===== config.mk =====
export PLATFORM = sky130hd
export DESIGN_NAME = sensor_range_monitor_can_reporter_core
export DESIGN_NICKNAME = d
export VERILOG_FILES = /design/src/hdl/srmcr_pkg.sv /design/src/hdl/srmcr_divider.sv /design/src/hdl/srmcr_datapath.sv /design/src/hdl/srmcr_ctrl.sv /design/src/hdl/sensor_range_monitor_can_reporter_core.sv
export SDC_FILE = /design/constraint.sdc
export NUM_CORES = 1
export LEC_CHECK = 0
export BUFFER_PORTS_ARGS = -buffer_cell sky130_fd_sc_hd__buf_2
export CAP_MARGIN = 5
export CORE_UTILIZATION = 35
export CTS_CLUSTER_SIZE = 24
export DETAILED_ROUTE_END_ITERATION = 8
export GPL_ROUTABILITY_DRIVEN = 0
export GPL_TIMING_DRIVEN = 1
export HOLD_SLACK_MARGIN = 0.08
export SLEW_MARGIN = 20
export SYNTH_ARGS = -nofsm -noshare
export SYNTH_HDL_FRONTEND = slang
export SYNTH_SLANG_ARGS = --single-unit

===== constraint.sdc =====
create_clock -name clk -period 6.81 [get_ports clk]
set_clock_uncertainty 0.05 [all_clocks]
set_input_delay 0.681 -clock clk [delete_from_list [all_inputs] [get_ports clk]]
set_output_delay 0.681 -clock clk [all_outputs]
set_load 0.02 [all_outputs]

===== src/hdl/srmcr_pkg.sv =====
// shared constants, codes and controller/datapath interface types
`default_nettype none
package srmcr_pkg;

  localparam int NUM_CHANNELS_DEF = 5;
  localparam int FRAME_SLOTS      = 5;

  localparam int ACT_W      = 2;
  localparam int CH_W       = 3;
  localparam int SAMPLE_W   = 12;
  localparam int CODE_W     = 12;
  localparam int DIVR_W     = 8;
  localparam int SUM_W      = 32;
  localparam int AVG_W      = 16;
  localparam int BYTE_W     = 8;
  localparam int ID_W       = 11;
  localparam int LEN_W      = 3;
  localparam int CFG_IDX_W  = 2;
  localparam int CFG_DATA_W = 12;
  localparam int IN_DATA_W  = 16;
  localparam int OUT_DATA_W = 40;
  localparam int DIV_NUM_W  = 32;
  localparam int DIV_DEN_W  = 12;
  localparam int NUM_REP_W  = 23;

  // action codes carried on in_tuser
  localparam logic [ACT_W-1:0] ACT_SAMPLE  = 2'd0;
  localparam logic [ACT_W-1:0] ACT_AVERAGE = 2'd1;
  localparam logic [ACT_W-1:0] ACT_REPORT  = 2'd2;

  // configuration register indexes
  localparam logic [CFG_IDX_W-1:0] CFG_ACTIVE  = 2'd0;
  localparam logic [CFG_IDX_W-1:0] CFG_LOW     = 2'd1;
  localparam logic [CFG_IDX_W-1:0] CFG_HIGH    = 2'd2;
  localparam logic [CFG_IDX_W-1:0] CFG_DIVISOR = 2'd3;

  localparam logic [CH_W-1:0]   ACTIVE_RST  = 3'd5;
  localparam logic [CODE_W-1:0] LOW_RST     = 12'd373;
  localparam logic [CODE_W-1:0] HIGH_RST    = 12'd3723;
  localparam logic [DIVR_W-1:0] DIVISOR_RST = 8'd10;

  localparam logic [ID_W-1:0] ID_ERROR   = 11'h005;
  localparam logic [ID_W-1:0] ID_RESTORE = 11'h006;
  localparam logic [ID_W-1:0] ID_DATA0   = 11'h035;
  localparam logic [ID_W-1:0] ID_DATA1   = 11'h036;

  localparam logic [LEN_W-1:0] LEN_ERROR   = 3'd2;
  localparam logic [LEN_W-1:0] LEN_RESTORE = 3'd1;
  localparam logic [LEN_W-1:0] LEN_DATA0   = 3'd4;
  localparam logic [LEN_W-1:0] LEN_DATA1   = 3'd1;

  localparam logic [BYTE_W-1:0] CHAR_E = 8'h45;
  localparam logic [BYTE_W-1:0] CHAR_R = 8'h52;

  localparam logic [6:0] PCT_FULL = 7'd100;

  typedef struct packed {
    logic sample_add;
    logic first_ch;
    logic report_clear;
    logic div_start;
    logic store;
    logic next_ch;
    logic mode_report;
    logic load_err;
    logic load_rst;
    logic load_d0;
    logic load_d1;
  } cmd_t;

  typedef struct packed {
    logic n_zero;
    logic idx_last;
    logic div_done;
    logic err_pending;
    logic err_single;
    logic link_ok;
    logic out_free;
  } status_t;

endpackage
`default_nettype wire


===== src/hdl/srmcr_divider.sv =====
// shared restoring divider, one quotient bit per cycle
`default_nettype none
module srmcr_divider (
  input  wire logic                             clk,
  input  wire logic                             rst_n,
  input  wire logic                             start,
  input  wire logic [srmcr_pkg::DIV_NUM_W-1:0]  num,
  input  wire logic [srmcr_pkg::DIV_DEN_W-1:0]  den,
  output logic                                  done,
  output logic      [srmcr_pkg::DIV_NUM_W-1:0]  quo
);

  localparam int NumW = srmcr_pkg::DIV_NUM_W;
  localparam int DenW = srmcr_pkg::DIV_DEN_W;
  localparam int CntW = $clog2(NumW);

  logic            busy_r, busy_nxt;
  logic            done_r, done_nxt;
  logic [CntW-1:0] cnt_r;
  logic [NumW-1:0] quo_r;
  logic [DenW-1:0] rem_r;
  logic [DenW-1:0] den_r;
  logic [DenW:0]   rem_w;
  logic [DenW:0]   rem_sub;
  logic            ge;
  logic            cnt_end;

  assign rem_w   = {rem_r, quo_r[NumW-1]};
  assign rem_sub = rem_w - {1'b0, den_r};
  assign ge      = rem_w >= {1'b0, den_r};
  assign cnt_end = cnt_r == CntW'(NumW - 1);

  always_comb begin
    busy_nxt = busy_r;
    done_nxt = 1'b0;
    if (start) begin
      busy_nxt = 1'b1;
    end else if (busy_r && cnt_end) begin
      busy_nxt = 1'b0;
      done_nxt = 1'b1;
    end
  end

  always_ff @(posedge clk) begin
    if (!rst_n) begin
      busy_r <= 1'b0;
      done_r <= 1'b0;
    end else begin
      busy_r <= busy_nxt;
      done_r <= done_nxt;
    end
  end

  always_ff @(posedge clk) begin
    if (start) begin
      quo_r <= num;
      rem_r <= '0;
      den_r <= den;
      cnt_r <= '0;
    end else if (busy_r) begin
      quo_r <= {quo_r[NumW-2:0], ge};
      rem_r <= ge ? rem_sub[DenW-1:0] : rem_w[DenW-1:0];
      cnt_r <= cnt_r + 1'b1;
    end
  end

  assign done = done_r;
  assign quo  = quo_r;

endmodule
`default_nettype wire


===== src/hdl/srmcr_datapath.sv =====
// channel sums, averages, config registers, range check and frame register
`default_nettype none
module srmcr_datapath #(
  parameter int NUM_CHANNELS = srmcr_pkg::NUM_CHANNELS_DEF
) (
  input  wire logic                              clk,
  input  wire logic                              rst_n,
  input  wire logic                              cfg_we,
  input  wire logic [srmcr_pkg::CFG_IDX_W-1:0]   cfg_index,
  input  wire logic [srmcr_pkg::CFG_DATA_W-1:0]  cfg_wdata,
  input  wire logic [srmcr_pkg::CH_W-1:0]        in_channel,
  input  wire logic [srmcr_pkg::SAMPLE_W-1:0]    in_sample,
  input  wire srmcr_pkg::cmd_t                   cmd,
  output srmcr_pkg::status_t                     st,
  output logic                                   out_tvalid,
  input  wire logic                              out_tready,
  output logic      [srmcr_pkg::ID_W-1:0]        out_tuser,
  output logic      [srmcr_pkg::OUT_DATA_W-1:0]  out_tdata,
  output logic                                   out_tlast
);

  localparam int ChW   = srmcr_pkg::CH_W;
  localparam int CodeW = srmcr_pkg::CODE_W;
  localparam int SumW  = srmcr_pkg::SUM_W;
  localparam int AvgW  = srmcr_pkg::AVG_W;
  localparam int ByteW = srmcr_pkg::BYTE_W;
  localparam int NumRW = srmcr_pkg::NUM_REP_W;
  localparam int DenW  = srmcr_pkg::DIV_DEN_W;
  localparam int NumW  = srmcr_pkg::DIV_NUM_W;
  localparam int IdxW  = (NUM_CHANNELS > 1) ? $clog2(NUM_CHANNELS) : 1;
  localparam logic [ChW-1:0] NumCh = ChW'(NUM_CHANNELS);

  // configuration
  logic [ChW-1:0]                  active_r;
  logic [CodeW-1:0]                low_r;
  logic [CodeW-1:0]                high_r;
  logic [srmcr_pkg::DIVR_W-1:0]    divr_r;

  // channel state
  logic [SumW-1:0]         sums_r [NUM_CHANNELS];
  logic [AvgW-1:0]         avgs_r [NUM_CHANNELS];
  logic [ByteW-1:0]        data_r [NUM_CHANNELS];
  logic [NUM_CHANNELS-1:0] err_r;
  logic                    link_r;
  logic [IdxW-1:0]         idx_r;
  logic                    bad_r;

  // output register
  logic                          out_valid_r;
  logic [srmcr_pkg::ID_W-1:0]    out_id_r;
  logic [srmcr_pkg::LEN_W-1:0]   out_len_r;
  logic [ByteW-1:0]              out_b0_r, out_b1_r, out_b2_r, out_b3_r;
  logic                          out_last_r;

  logic [ChW-1:0]   n_used;
  logic [IdxW-1:0]  rd_idx;
  logic [SumW-1:0]  sum_rd;
  logic [AvgW-1:0]  avg_rd;
  logic [SumW:0]    sum_ext;
  logic [SumW-1:0]  sum_sat;
  logic             ch_ok;
  logic [AvgW-1:0]  diff;
  logic             bad;
  logic [NumRW-1:0] num_rep;
  logic [DenW-1:0]  den_rep;
  logic [DenW-1:0]  den_avg;
  logic [NumW-1:0]  div_num;
  logic [DenW-1:0]  div_den;
  logic             div_done;
  logic [NumW-1:0]  quo;
  logic [AvgW-1:0]  avg_val;
  logic             rep_ok;
  logic [NUM_CHANNELS-1:0] err_rest;
  logic [IdxW-1:0]  low_idx;
  logic [ByteW-1:0] slot [srmcr_pkg::FRAME_SLOTS];

  logic [srmcr_pkg::ID_W-1:0]  f_id;
  logic [srmcr_pkg::LEN_W-1:0] f_len;
  logic [ByteW-1:0]            f_b0, f_b1, f_b2, f_b3;
  logic                        f_last;
  logic                        f_load;

  assign n_used = (active_r > NumCh) ? NumCh : active_r;
  assign rd_idx = cmd.sample_add ? in_channel[IdxW-1:0] : idx_r;
  assign sum_rd = sums_r[rd_idx];
  assign avg_rd = avgs_r[idx_r];
  assign ch_ok  = in_channel < n_used;

  // saturating accumulate
  assign sum_ext = {1'b0, sum_rd} + (SumW+1)'(in_sample);
  assign sum_sat = sum_ext[SumW] ? '1 : sum_ext[SumW-1:0];

  // report operands: (avg - low) * 100 over (high - low)
  assign diff    = avg_rd - AvgW'(low_r);
  assign bad     = !(high_r > low_r) || (avg_rd < AvgW'(low_r));
  assign num_rep = NumRW'(diff) * NumRW'(srmcr_pkg::PCT_FULL);
  assign den_rep = high_r - low_r;
  assign den_avg = (divr_r == '0) ? DenW'(1) : DenW'(divr_r);
  assign div_num = cmd.mode_report ? NumW'(num_rep) : sum_rd;
  assign div_den = cmd.mode_report ? den_rep : den_avg;

  srmcr_divider u_div (
    .clk   (clk),
    .rst_n (rst_n),
    .start (cmd.div_start),
    .num   (div_num),
    .den   (div_den),
    .done  (div_done),
    .quo   (quo)
  );

  assign avg_val = (quo[NumW-1:AvgW] != '0) ? '1 : quo[AvgW-1:0];
  assign rep_ok  = !bad_r && (quo[NumW-1:7] == '0) && (quo[6:0] <= srmcr_pkg::PCT_FULL);

  // lowest failing channel goes out first
  assign err_rest = err_r & (err_r - NUM_CHANNELS'(1));
  always_comb begin
    low_idx = '0;
    for (int i = NUM_CHANNELS - 1; i >= 0; i--) begin
      if (err_r[i]) begin
        low_idx = IdxW'(i);
      end
    end
  end

  for (genvar j = 0; j < srmcr_pkg::FRAME_SLOTS; j++) begin : g_slot
    if (j < NUM_CHANNELS) begin : g_used
      assign slot[j] = data_r[j];
    end else begin : g_absent
      assign slot[j] = '0;
    end
  end

  always_comb begin
    f_id   = '0;
    f_len  = '0;
    f_b0   = '0;
    f_b1   = '0;
    f_b2   = '0;
    f_b3   = '0;
    f_last = 1'b0;
    f_load = cmd.load_err | cmd.load_rst | cmd.load_d0 | cmd.load_d1;
    priority if (cmd.load_err) begin
      f_id   = srmcr_pkg::ID_ERROR;
      f_len  = srmcr_pkg::LEN_ERROR;
      f_b0   = srmcr_pkg::CHAR_E;
      f_b1   = ByteW'(low_idx) + 1'b1;
      f_last = err_rest == '0;
    end else if (cmd.load_rst) begin
      f_id   = srmcr_pkg::ID_RESTORE;
      f_len  = srmcr_pkg::LEN_RESTORE;
      f_b0   = srmcr_pkg::CHAR_R;
    end else if (cmd.load_d0) begin
      f_id   = srmcr_pkg::ID_DATA0;
      f_len  = srmcr_pkg::LEN_DATA0;
      f_b0   = slot[0];
      f_b1   = slot[1];
      f_b2   = slot[2];
      f_b3   = slot[3];
    end else if (cmd.load_d1) begin
      f_id   = srmcr_pkg::ID_DATA1;
      f_len  = srmcr_pkg::LEN_DATA1;
      f_b0   = slot[4];
      f_last = 1'b1;
    end
  end

  always_ff @(posedge clk) begin
    if (!rst_n) begin
      active_r    <= srmcr_pkg::ACTIVE_RST;
      low_r       <= srmcr_pkg::LOW_RST;
      high_r      <= srmcr_pkg::HIGH_RST;
      divr_r      <= srmcr_pkg::DIVISOR_RST;
      for (int i = 0; i < NUM_CHANNELS; i++) begin
        sums_r[i] <= '0;
        avgs_r[i] <= '0;
      end
      err_r       <= '0;
      link_r      <= 1'b1;
      idx_r       <= '0;
      out_valid_r <= 1'b0;
    end else begin
      if (cfg_we) begin
        unique case (cfg_index)
          srmcr_pkg::CFG_ACTIVE:  active_r <= cfg_wdata[ChW-1:0];
          srmcr_pkg::CFG_LOW:     low_r    <= cfg_wdata[CodeW-1:0];
          srmcr_pkg::CFG_HIGH:    high_r   <= cfg_wdata[CodeW-1:0];
          srmcr_pkg::CFG_DIVISOR: divr_r   <= cfg_wdata[srmcr_pkg::DIVR_W-1:0];
        endcase
      end
      if (cmd.sample_add && ch_ok) begin
        sums_r[in_channel[IdxW-1:0]] <= sum_sat;
      end
      if (cmd.first_ch) begin
        idx_r <= '0;
      end else if (cmd.next_ch) begin
        idx_r <= idx_r + 1'b1;
      end
      if (cmd.report_clear) begin
        err_r <= '0;
      end else if (cmd.store && cmd.mode_report && !rep_ok) begin
        err_r[idx_r] <= 1'b1;
      end else if (cmd.load_err) begin
        err_r <= err_rest;
      end
      if (cmd.store && !cmd.mode_report) begin
        avgs_r[idx_r] <= avg_val;
        sums_r[idx_r] <= '0;
      end
      if (cmd.store && cmd.mode_report && !rep_ok) begin
        link_r <= 1'b0;
      end else if (cmd.load_rst) begin
        link_r <= 1'b1;
      end
      if (f_load) begin
        out_valid_r <= 1'b1;
      end else if (out_tready) begin
        out_valid_r <= 1'b0;
      end
    end
  end

  always_ff @(posedge clk) begin
    if (cmd.report_clear) begin
      for (int i = 0; i < NUM_CHANNELS; i++) begin
        data_r[i] <= '0;
      end
    end else if (cmd.store && cmd.mode_report && rep_ok) begin
      data_r[idx_r] <= quo[ByteW-1:0];
    end
    if (cmd.div_start) begin
      bad_r <= bad;
    end
    if (f_load) begin
      out_id_r   <= f_id;
      out_len_r  <= f_len;
      out_b0_r   <= f_b0;
      out_b1_r   <= f_b1;
      out_b2_r   <= f_b2;
      out_b3_r   <= f_b3;
      out_last_r <= f_last;
    end
  end

  assign st.n_zero      = n_used == '0;
  assign st.idx_last    = ChW'(idx_r) == (n_used - 1'b1);
  assign st.div_done    = div_done;
  assign st.err_pending = err_r != '0;
  assign st.err_single  = err_rest == '0;
  assign st.link_ok     = link_r;
  assign st.out_free    = !out_valid_r || out_tready;

  assign out_tvalid = out_valid_r;
  assign out_tuser  = out_id_r;
  assign out_tdata  = {5'd0, out_b3_r, out_b2_r, out_b1_r, out_b0_r, out_len_r};
  assign out_tlast  = out_last_r;

endmodule
`default_nettype wire


===== src/hdl/srmcr_ctrl.sv =====
// sequencer for sample, average and report requests
`default_nettype none
module srmcr_ctrl (
  input  wire logic                          clk,
  input  wire logic                          rst_n,
  input  wire logic                          in_tvalid,
  input  wire logic [srmcr_pkg::ACT_W-1:0]   in_action,
  output logic                               in_tready,
  output srmcr_pkg::cmd_t                    cmd,
  input  wire srmcr_pkg::status_t            st
);

  typedef enum logic [7:0] {
    ST_IDLE     = 8'b0000_0001,
    ST_SETUP    = 8'b0000_0010,
    ST_DIVIDE   = 8'b0000_0100,
    ST_STORE    = 8'b0000_1000,
    ST_EMIT_ERR = 8'b0001_0000,
    ST_EMIT_RST = 8'b0010_0000,
    ST_EMIT_D0  = 8'b0100_0000,
    ST_EMIT_D1  = 8'b1000_0000
  } state_t;

  state_t state_r, state_nxt;
  logic   mode_r, mode_nxt;

  always_comb begin
    state_nxt = state_r;
    mode_nxt  = mode_r;
    in_tready = 1'b0;
    cmd       = '0;
    cmd.mode_report = mode_r;
    unique case (state_r)
      ST_IDLE: begin
        in_tready = 1'b1;
        if (in_tvalid) begin
          case (in_action)
            srmcr_pkg::ACT_SAMPLE: begin
              cmd.sample_add = 1'b1;
            end
            srmcr_pkg::ACT_AVERAGE: begin
              if (!st.n_zero) begin
                cmd.first_ch = 1'b1;
                mode_nxt     = 1'b0;
                state_nxt    = ST_SETUP;
              end
            end
            srmcr_pkg::ACT_REPORT: begin
              cmd.first_ch     = 1'b1;
              cmd.report_clear = 1'b1;
              mode_nxt         = 1'b1;
              state_nxt        = st.n_zero ? ST_EMIT_ERR : ST_SETUP;
            end
            default: begin
            end
          endcase
        end
      end
      ST_SETUP: begin
        cmd.div_start = 1'b1;
        state_nxt     = ST_DIVIDE;
      end
      ST_DIVIDE: begin
        if (st.div_done) begin
          state_nxt = ST_STORE;
        end
      end
      ST_STORE: begin
        cmd.store = 1'b1;
        if (st.idx_last) begin
          state_nxt = mode_r ? ST_EMIT_ERR : ST_IDLE;
        end else begin
          cmd.next_ch = 1'b1;
          state_nxt   = ST_SETUP;
        end
      end
      ST_EMIT_ERR: begin
        if (st.err_pending) begin
          if (st.out_free) begin
            cmd.load_err = 1'b1;
            if (st.err_single) begin
              state_nxt = ST_IDLE;
            end
          end
        end else begin
          state_nxt = st.link_ok ? ST_EMIT_D0 : ST_EMIT_RST;
        end
      end
      ST_EMIT_RST: begin
        if (st.out_free) begin
          cmd.load_rst = 1'b1;
          state_nxt    = ST_EMIT_D0;
        end
      end
      ST_EMIT_D0: begin
        if (st.out_free) begin
          cmd.load_d0 = 1'b1;
          state_nxt   = ST_EMIT_D1;
        end
      end
      ST_EMIT_D1: begin
        if (st.out_free) begin
          cmd.load_d1 = 1'b1;
          state_nxt   = ST_IDLE;
        end
      end
      default: begin
        state_nxt = ST_IDLE;
      end
    endcase
  end

  always_ff @(posedge clk) begin
    if (!rst_n) begin
      state_r <= ST_IDLE;
      mode_r  <= 1'b0;
    end else begin
      state_r <= state_nxt;
      mode_r  <= mode_nxt;
    end
  end

endmodule
`default_nettype wire


===== src/hdl/sensor_range_monitor_can_reporter_core.sv =====
// top level of the sensor range monitor with frame reporter
//
// A sample request is folded into its channel's saturating sum. An average
// or report request walks the active channels one after the other through a
// shared one-bit-per-cycle divider, with operand setup, 32 divide steps, done
// and writeback for each channel; no request is taken meanwhile. A report then
// loads one frame per cycle into the output register as long as the receiver
// keeps up: the error frames in channel order, or, after a state that picks
// the path, the optional restore frame followed by the two data frames.
// A new request is taken as soon as the last frame sits in the output
// register, even while it waits to be taken.
`default_nettype none
module sensor_range_monitor_can_reporter_core #(
  parameter int NUM_CHANNELS = srmcr_pkg::NUM_CHANNELS_DEF
) (
  input  wire logic                              clk,
  input  wire logic                              rst_n,
  input  wire logic                              cfg_we,
  input  wire logic [srmcr_pkg::CFG_IDX_W-1:0]   cfg_index,
  input  wire logic [srmcr_pkg::CFG_DATA_W-1:0]  cfg_wdata,
  input  wire logic                              in_tvalid,
  output logic                                   in_tready,
  // action [1:0]
  input  wire logic [srmcr_pkg::ACT_W-1:0]       in_tuser,
  // channel [2:0], sample_value [14:3], zero [15]
  input  wire logic [srmcr_pkg::IN_DATA_W-1:0]   in_tdata,
  output logic                                   out_tvalid,
  input  wire logic                              out_tready,
  // frame_id [10:0]
  output logic      [srmcr_pkg::ID_W-1:0]        out_tuser,
  // frame_length [2:0], byte0 [10:3], byte1 [18:11], byte2 [26:19],
  // byte3 [34:27], zero [39:35]
  output logic      [srmcr_pkg::OUT_DATA_W-1:0]  out_tdata,
  output logic                                   out_tlast
);

  srmcr_pkg::cmd_t    cmd;
  srmcr_pkg::status_t st;

  srmcr_ctrl u_ctrl (
    .clk       (clk),
    .rst_n     (rst_n),
    .in_tvalid (in_tvalid),
    .in_action (in_tuser),
    .in_tready (in_tready),
    .cmd       (cmd),
    .st        (st)
  );

  srmcr_datapath #(
    .NUM_CHANNELS (NUM_CHANNELS)
  ) u_dp (
    .clk        (clk),
    .rst_n      (rst_n),
    .cfg_we     (cfg_we),
    .cfg_index  (cfg_index),
    .cfg_wdata  (cfg_wdata),
    .in_channel (in_tdata[srmcr_pkg::CH_W-1:0]),
    .in_sample  (in_tdata[srmcr_pkg::CH_W +: srmcr_pkg::SAMPLE_W]),
    .cmd        (cmd),
    .st         (st),
    .out_tvalid (out_tvalid),
    .out_tready (out_tready),
    .out_tuser  (out_tuser),
    .out_tdata  (out_tdata),
    .out_tlast  (out_tlast)
  );

endmodule
`default_nettype wire


After elaboration in Yosys (flattened, before gate mapping)
Memories as Yosys holds them, arrays and structs flattened. A register that Yosys moved wholly into a read port is not among the register bits.
Index checks and enable logic that the tools add are counted.
{ "word_totals": {"wordCells": 226, "mem_count": 3, "regBits": 149, "ram_bits": 280, "out_inout_bits": 54} }
{ "classes": {"muxes": 101, "mul": 1, "eq_ne": 25, "n_reduce_logical": 46, "n_lt_le_gt_ge": 8, "n_addsub": 9, "bitwise": 7} }
{ "memory_table": {"columns": ["name", "words", "width", "read_ports", "rd_ports_with_merged_regs", "wr", "line", "rtl"], "rows": [
  ["u_dp.sums_r", 5, 32, 1, 0, 5, "srmcr_datapath.sv:40", "logic [SumW-1:0] sums_r [NUM_CHANNELS];"],
  ["u_dp.avgs_r", 5, 16, 1, 1, 5, "srmcr_datapath.sv:41", "logic [AvgW-1:0] avgs_r [NUM_CHANNELS];"],
  ["u_dp.data_r", 5, 8, 5, 2, 5, "srmcr_datapath.sv:42", "logic [ByteW-1:0] data_r [NUM_CHANNELS];"]
]} }
{ "ops": {"columns": ["op", "count"], "rows": [
  ["32-bit two-way mux", 6],
  ["8-bit two-way mux", 17],
  ["8-bit case mux with 8 select lines", 1],
  ["32-bit OR reduction", 2],
  ["3-bit two-way mux", 16],
  ["1-bit two-way mux", 42],
  ["32-bit by 12-bit adder with 33-bit output", 1],
  ["16-bit two-way mux", 2],
  ["25-bit zero test", 1],
  ["5-bit two-way mux", 5],
  ["12-bit two-way mux", 2],
  ["12-bit subtractor", 2],
  ["16-bit by 5-bit multiplier with 21-bit output (second input constant)", 1],
  ["16-bit by 12-bit less-than comparator with 1-bit output", 1],
  ["8-bit case mux with 2 select lines", 1],
  ["16-bit nonzero test", 1],
  ["16-bit OR reduction", 1],
  ["16-bit by 12-bit subtractor with 16-bit output", 1],
  ["13-bit by 12-bit >= comparator with 1-bit output", 1],
  ["12-bit greater-than comparator", 1],
  ["6-bit two-way mux", 2],
  ["3-bit inequality test (second input constant)", 4],
  ["2-bit nonzero test", 6],
  ["2-bit inequality test (second input constant)", 5],
  ["45 further kinds", 75]
]} }

Longest topological paths before layout
{ "depth": {"word_depth": 14, "depth_mapped": 32} }

By module
A second synthesis with hierarchy kept.
{ "hier_totals": {"hier_cells": 2960, "hier_area_um2": 29804.8} }
{ "modules_own_cells": {"columns": ["mod", "cells_per_inst", "instances", "area_per_inst_um2"], "rows": [
  ["srmcr_datapath", 2591, 1, 25863.6],
  ["srmcr_divider", 271, 1, 3185.6],
  ["srmcr_ctrl", 98, 1, 755.7]
]} }

Least setup slack after synthesis
OpenSTA, ideal clock, no wires.
{ "synth_timing": {"path_type": "flip-flop to flip-flop", "start": "reg with a tool-made name", "end": "reg u_dp.u_div.quo_r[22] (netlist: u_dp.u_div.quo[22]) (data pin)", "path_slack_ps": -743, "arrival_ps": 7242, "stages_incl_launch_ff": 31, "cell_sequence": "dfxtp_1 clkbuf_1 clkbuf_1 buf_1 mux4_2 mux2i_1 ha_1 inv_1 fa_1 a21o_1 a21oi_1 o21bai_1 a21oi_1 nor2b_1 o21ai_0 a21oi_1 o41ai_1 xor2_1 inv_1 ha_1 ha_1 inv_1 fa_1 inv_1 ha_1 o41ai_1 o211ai_1 nor4_1 a31oi_1 a21oi_1 o21ai_0"} }
{ "synth_rtl": {"columns": ["item", "line", "rtl"], "rows": [
  ["end signal: assignment", "srmcr_divider.sv:56", "quo_r <= num;"],
  ["end signal: assignment", "srmcr_divider.sv:61", "quo_r <= {quo_r[NumW-2:0], ge};"],
  ["end: declaration", "srmcr_divider.sv:20", "logic [NumW-1:0] quo_r;"]
]} }

==> results.md <==
- CTS tree: yes
- Final Hold Viols: 0
- Crit path largest cell delay: 0.54 ns
- DRC: 0
- Vias in the first global route: 20629
- Largest family of logic cells by synthesized area: simple AND/OR/NAND/NOR gates
- Clock buffer depth: 3
- Synth Area per Inst: 10.9 um2
- Final Critical Period: 6.42 ns
- 1st-pass router iterations: 6
- Post-CTS Setup Bufs: 0
- Placed Cells incl. Taps: 3938
- FF+latch area: 16800 um2
- Yosys cell types: 93
- Crit-path most repeated cell: ha_1
- PortBufs: 78
- Max transition margin: 25.0%
- Reg2Reg Depth: 26
- Area contributors post-synth: edfxtp_1 51%, dfxtp_1 5.0%, nand2_1 4.6%
- CP endpoint kind: flop
- CP max FO: 7
- Global-route wire length before repair: 124000 um
- Initial core utilization: 35.4%
- Status: finished, final reports clean
- Row Count: 107
- Worst path slowest cell: fa_1
- XOR/XNOR Fraction of Synth Area: 2.03%
- CP required: 7.09 ns
- Ports: 91
- Layout cells sized above 1: 13.8%
- Top FF cell, synth: edfxtp_1
- Number of flops mapped to enable cells by yosys: 508
- Fin crit share: 94.3%
- Count of non-filler cells in the finished layout: 4056
- Worst hold slack: 0.265 ns
- WL final: 81700 um
- Hold crit path type: primary input to flop
- Adder and majority cell fraction of the synthesized area: 5.63%
- Peak supply drop: 0.000176 V
- Die ar.: 87500 um2
- GRT Total Usage: 18.7%
- Initial antenna violation count: 0
- Finish-stage setup viols: 0
- Detailed Place HPWL: 54900 um
- DRT iter0 DRCs: 1915
- Die Y: 296 um
- Synth Area in Simple Gates: 17.1%
- PD cells: 293 nW/um2
- Area growth syn-to-layout: 13.9%
- Leakage: 13.0 nW
- Slew Viols, Final: 0
- Clock-pin slew on the worst setup and hold paths: 0.06 ns
- Mux share of post-synthesis cell area: 5.66%
- Post-synth top area share: 50.5%
- Nets@finish: 3026
- FFs w/ async S/R, synth: 0%
- Cell taking the most area after synthesis: edfxtp_1
- Syn Std Cell Area: 30200 um2
- GRT overflow: 0
- Later-pin clock latency in the skew report: 0.62 ns
- Area after DPL: 32200 um2
- Register area share after synthesis: 55.6%
- Synth Area in Compound Gates: 9.86%
- Crit path capture: u_dp.u_div.quo[21]$_DFFE_PP_
- Fillers: 8246
- Core Area: 85300 um2
- Fmax: 0.156 GHz
- Vias per cell: 5.27
- Die width: 296 um
- Total clock sinks: 584
- WHS Path Cells: 3
- Multi-input gate area: 12400 um2
- Post-layout power: 10.1 mW
- Critical R2R Capture: u_dp.u_div.quo[21]$_DFFE_PP_
- CTS H-Tree Depth: 3
- CTS Root Cell: clkbuf_16
- Post-route cell area: 34400 um2
- Max-Cap Viols: 0
- Vias: 21379
- R2R setup slack: 0.39 ns
- Worst setup path category: flop to flop
- CP Launch Type: flop
- Fin worst setup slack: 0.385 ns
- Worst slew pin tran: 1.12 ns
- TritonCTS Buffers: 66
- Largest net degree at the start of global routing: 56
- Setup WS pre-CTS: -0.00962 ns
- Antenna Nets Post-Route: 0
- WL per Instance: 20.1 um
- Syn Inst Count: 2767
- Crit path DAT: 6.70 ns
- #FFs+latches synth: 584
- Ys Warns: 0
==> cell families (layout without fill, tap and decap cells) <==
family	Yosys count	count (layout)
muxes	115	115
adders and majority gates	127	127
other	1	17
buffers and inverters	310	439
xor gates and xnor gates	70	70
and+or+nand+nor	1134	1134
AOI/OAI and AO/OA	426	426
DFF	584	584
==> Yosys cell counts (9+ instances only) <==
cell	n
edfxtp_1	508
nand2_1	374
nor2_1	365
inv_1	150
nand3_1	121
ha_1	112
o21ai_0	112
clkbuf_1	102
dfxtp_1	76
a21oi_1	65
mux2i_1	56
and3_1	43
mux4_2	43
and2_1	39
xnor2_1	39
a21boi_0	34
nand2b_1	31
nor4_1	31
xor2_1	31
nor3_1	27
buf_1	25
nor2b_1	21
a21o_1	20
buf_4	19
a32oi_1	18
nand4_1	18
o211ai_1	18
mux2_2	16
or2_2	16
a211oi_1	15
fa_1	15
a311oi_1	14
a31oi_1	14
buf_2	13
or3_1	13
o21ai_2	12
o21a_1	10
o31ai_1	10
a221o_1	9
==> worst min path at each step <==
stage | startpoint | end | slack, ns
floorplan | u_dp.active_r[0]$_SDFFE_PN1P_ | u_dp.active_r[0]$_SDFFE_PN1P_ | 0.39
detailed placement | u_dp.low_r[11]$_SDFFE_PN0P_ | u_dp.low_r[11]$_SDFFE_PN0P_ | 0.41
finish | cfg_wdata[3] | u_dp.high_r[3]$_SDFFE_PN1P_ | 0.26
CTS | cfg_wdata[3] | u_dp.high_r[3]$_SDFFE_PN1P_ | 0.24
global placement | u_dp.low_r[7]$_SDFFE_PN0P_ | u_dp.low_r[7]$_SDFFE_PN0P_ | 0.40
global route | cfg_wdata[3] | u_dp.low_r[3]$_SDFFE_PN0P_ | 0.28
==> state kept, by name, indices dropped and copies added, names as in the netlist, 12 cells and up, named ones only <==
name and count:
u_dp.data_r 40, u_dp.sums_r 256, u_dp.low_r 12, u_dp.high_r 12
u_dp.u_div.rem_r 12, u_dp.u_div.quo 32, out_tdata 16, u_dp.avgs_r 128
u_dp.u_div.den_r 12
==> per-layer routing <==
metal | wire length, um | part of all wire, % | GRT usage [%] | vias up
met1 | 36700 | 45 | 25.7 | 10434
met3 | 5220 | 6.4 | 3.23 | 129
met5 | 0 | 0 | 0 | -
met2 | 37800 | 46 | 30.1 | 697
met4 | 1920 | 2.4 | 5.50 | 0
li1 | - | - | - | 10119
==> area by class of cell <==
| cell class | instances | area share (%) |
|---|---|---|
| Clock inverter | 35 | 1.06 |
| Tap cell | 1144 | 4.16 |
| Timing Repair Buffer | 171 | 3.25 |
| Clock buffer | 82 | 5.09 |
| Antenna cell | 1 | 0.00727 |
| Inverter | 151 | 1.65 |
| Sequential cell | 584 | 48.8 |
| Multi-Input combinational cell | 1888 | 36.0 |
==> cell usage in the layout, fill, tap and decap left out, types with 14 or more instances in the layout <==
master       n
edfxtp_1   508
nand2_1    373
nor2_1     360
inv_1      150
nand3_1    121
ha_1       111
o21ai_0    107
buf_4       90
buf_2       78
dfxtp_1     75
clkbuf_16   67
a21oi_1     64
mux2i_1     55
mux4_2      43
and3_1      43
and2_1      39
xnor2_1     37
a21boi_0    32
nand2b_1    31
xor2_1      30
nor4_1      30
nor3_1      25
nor2b_1     21
a21o_1      20
nand4_1     18
a32oi_1     18
o211ai_1    18
or2_2       16
mux2_2      16
conb_1      16
a211oi_1    15
fa_1        15
clkinv_1    14
a311oi_1    14
==> report_power, final <==
group / switching [mW] / internal [mW] / total, mW / leakage, nW
registers: 0.124 / 4.12 / 4.24 / 5.25
logic: 1.45 / 0.841 / 2.29 / 6.76
clock network: 1.47 / 2.07 / 3.54 / 1.04
==> worst max-delay path, delay by kind of cell (launching register included) <==
kind	cells	cell delay, ns
simple gates	2	0.30
buf+inv	3	0.26
compound gates	12	2.25
fa+ha+maj	5	1.72
flops	1	0.42
mux	2	0.82
xor+xnor	2	0.32
==> metrics by stage <==
stage	TNS, ns	utilization, %
after global placement	-0.0289	37.8
after CTS	0	40.2
after detailed placement	-0.00962	37.8
final	0	40.3
after floorplan	0	-
after global routing	-0.0398	40.3
==> repair_timing <==
| action | CTS | global route |
|---|---|---|
| gates cloned | 0 | 0 |
| pin swaps | 0 | 2 |
| setup endpoints to repair | 2 | 7 |
| resized for setup | 1 | 21 |
| endpoints found under the hold margin | 0 | 0 |
| hold buffers | 0 | 0 |
No activity file was read; power rests on OpenSTA's default activity.
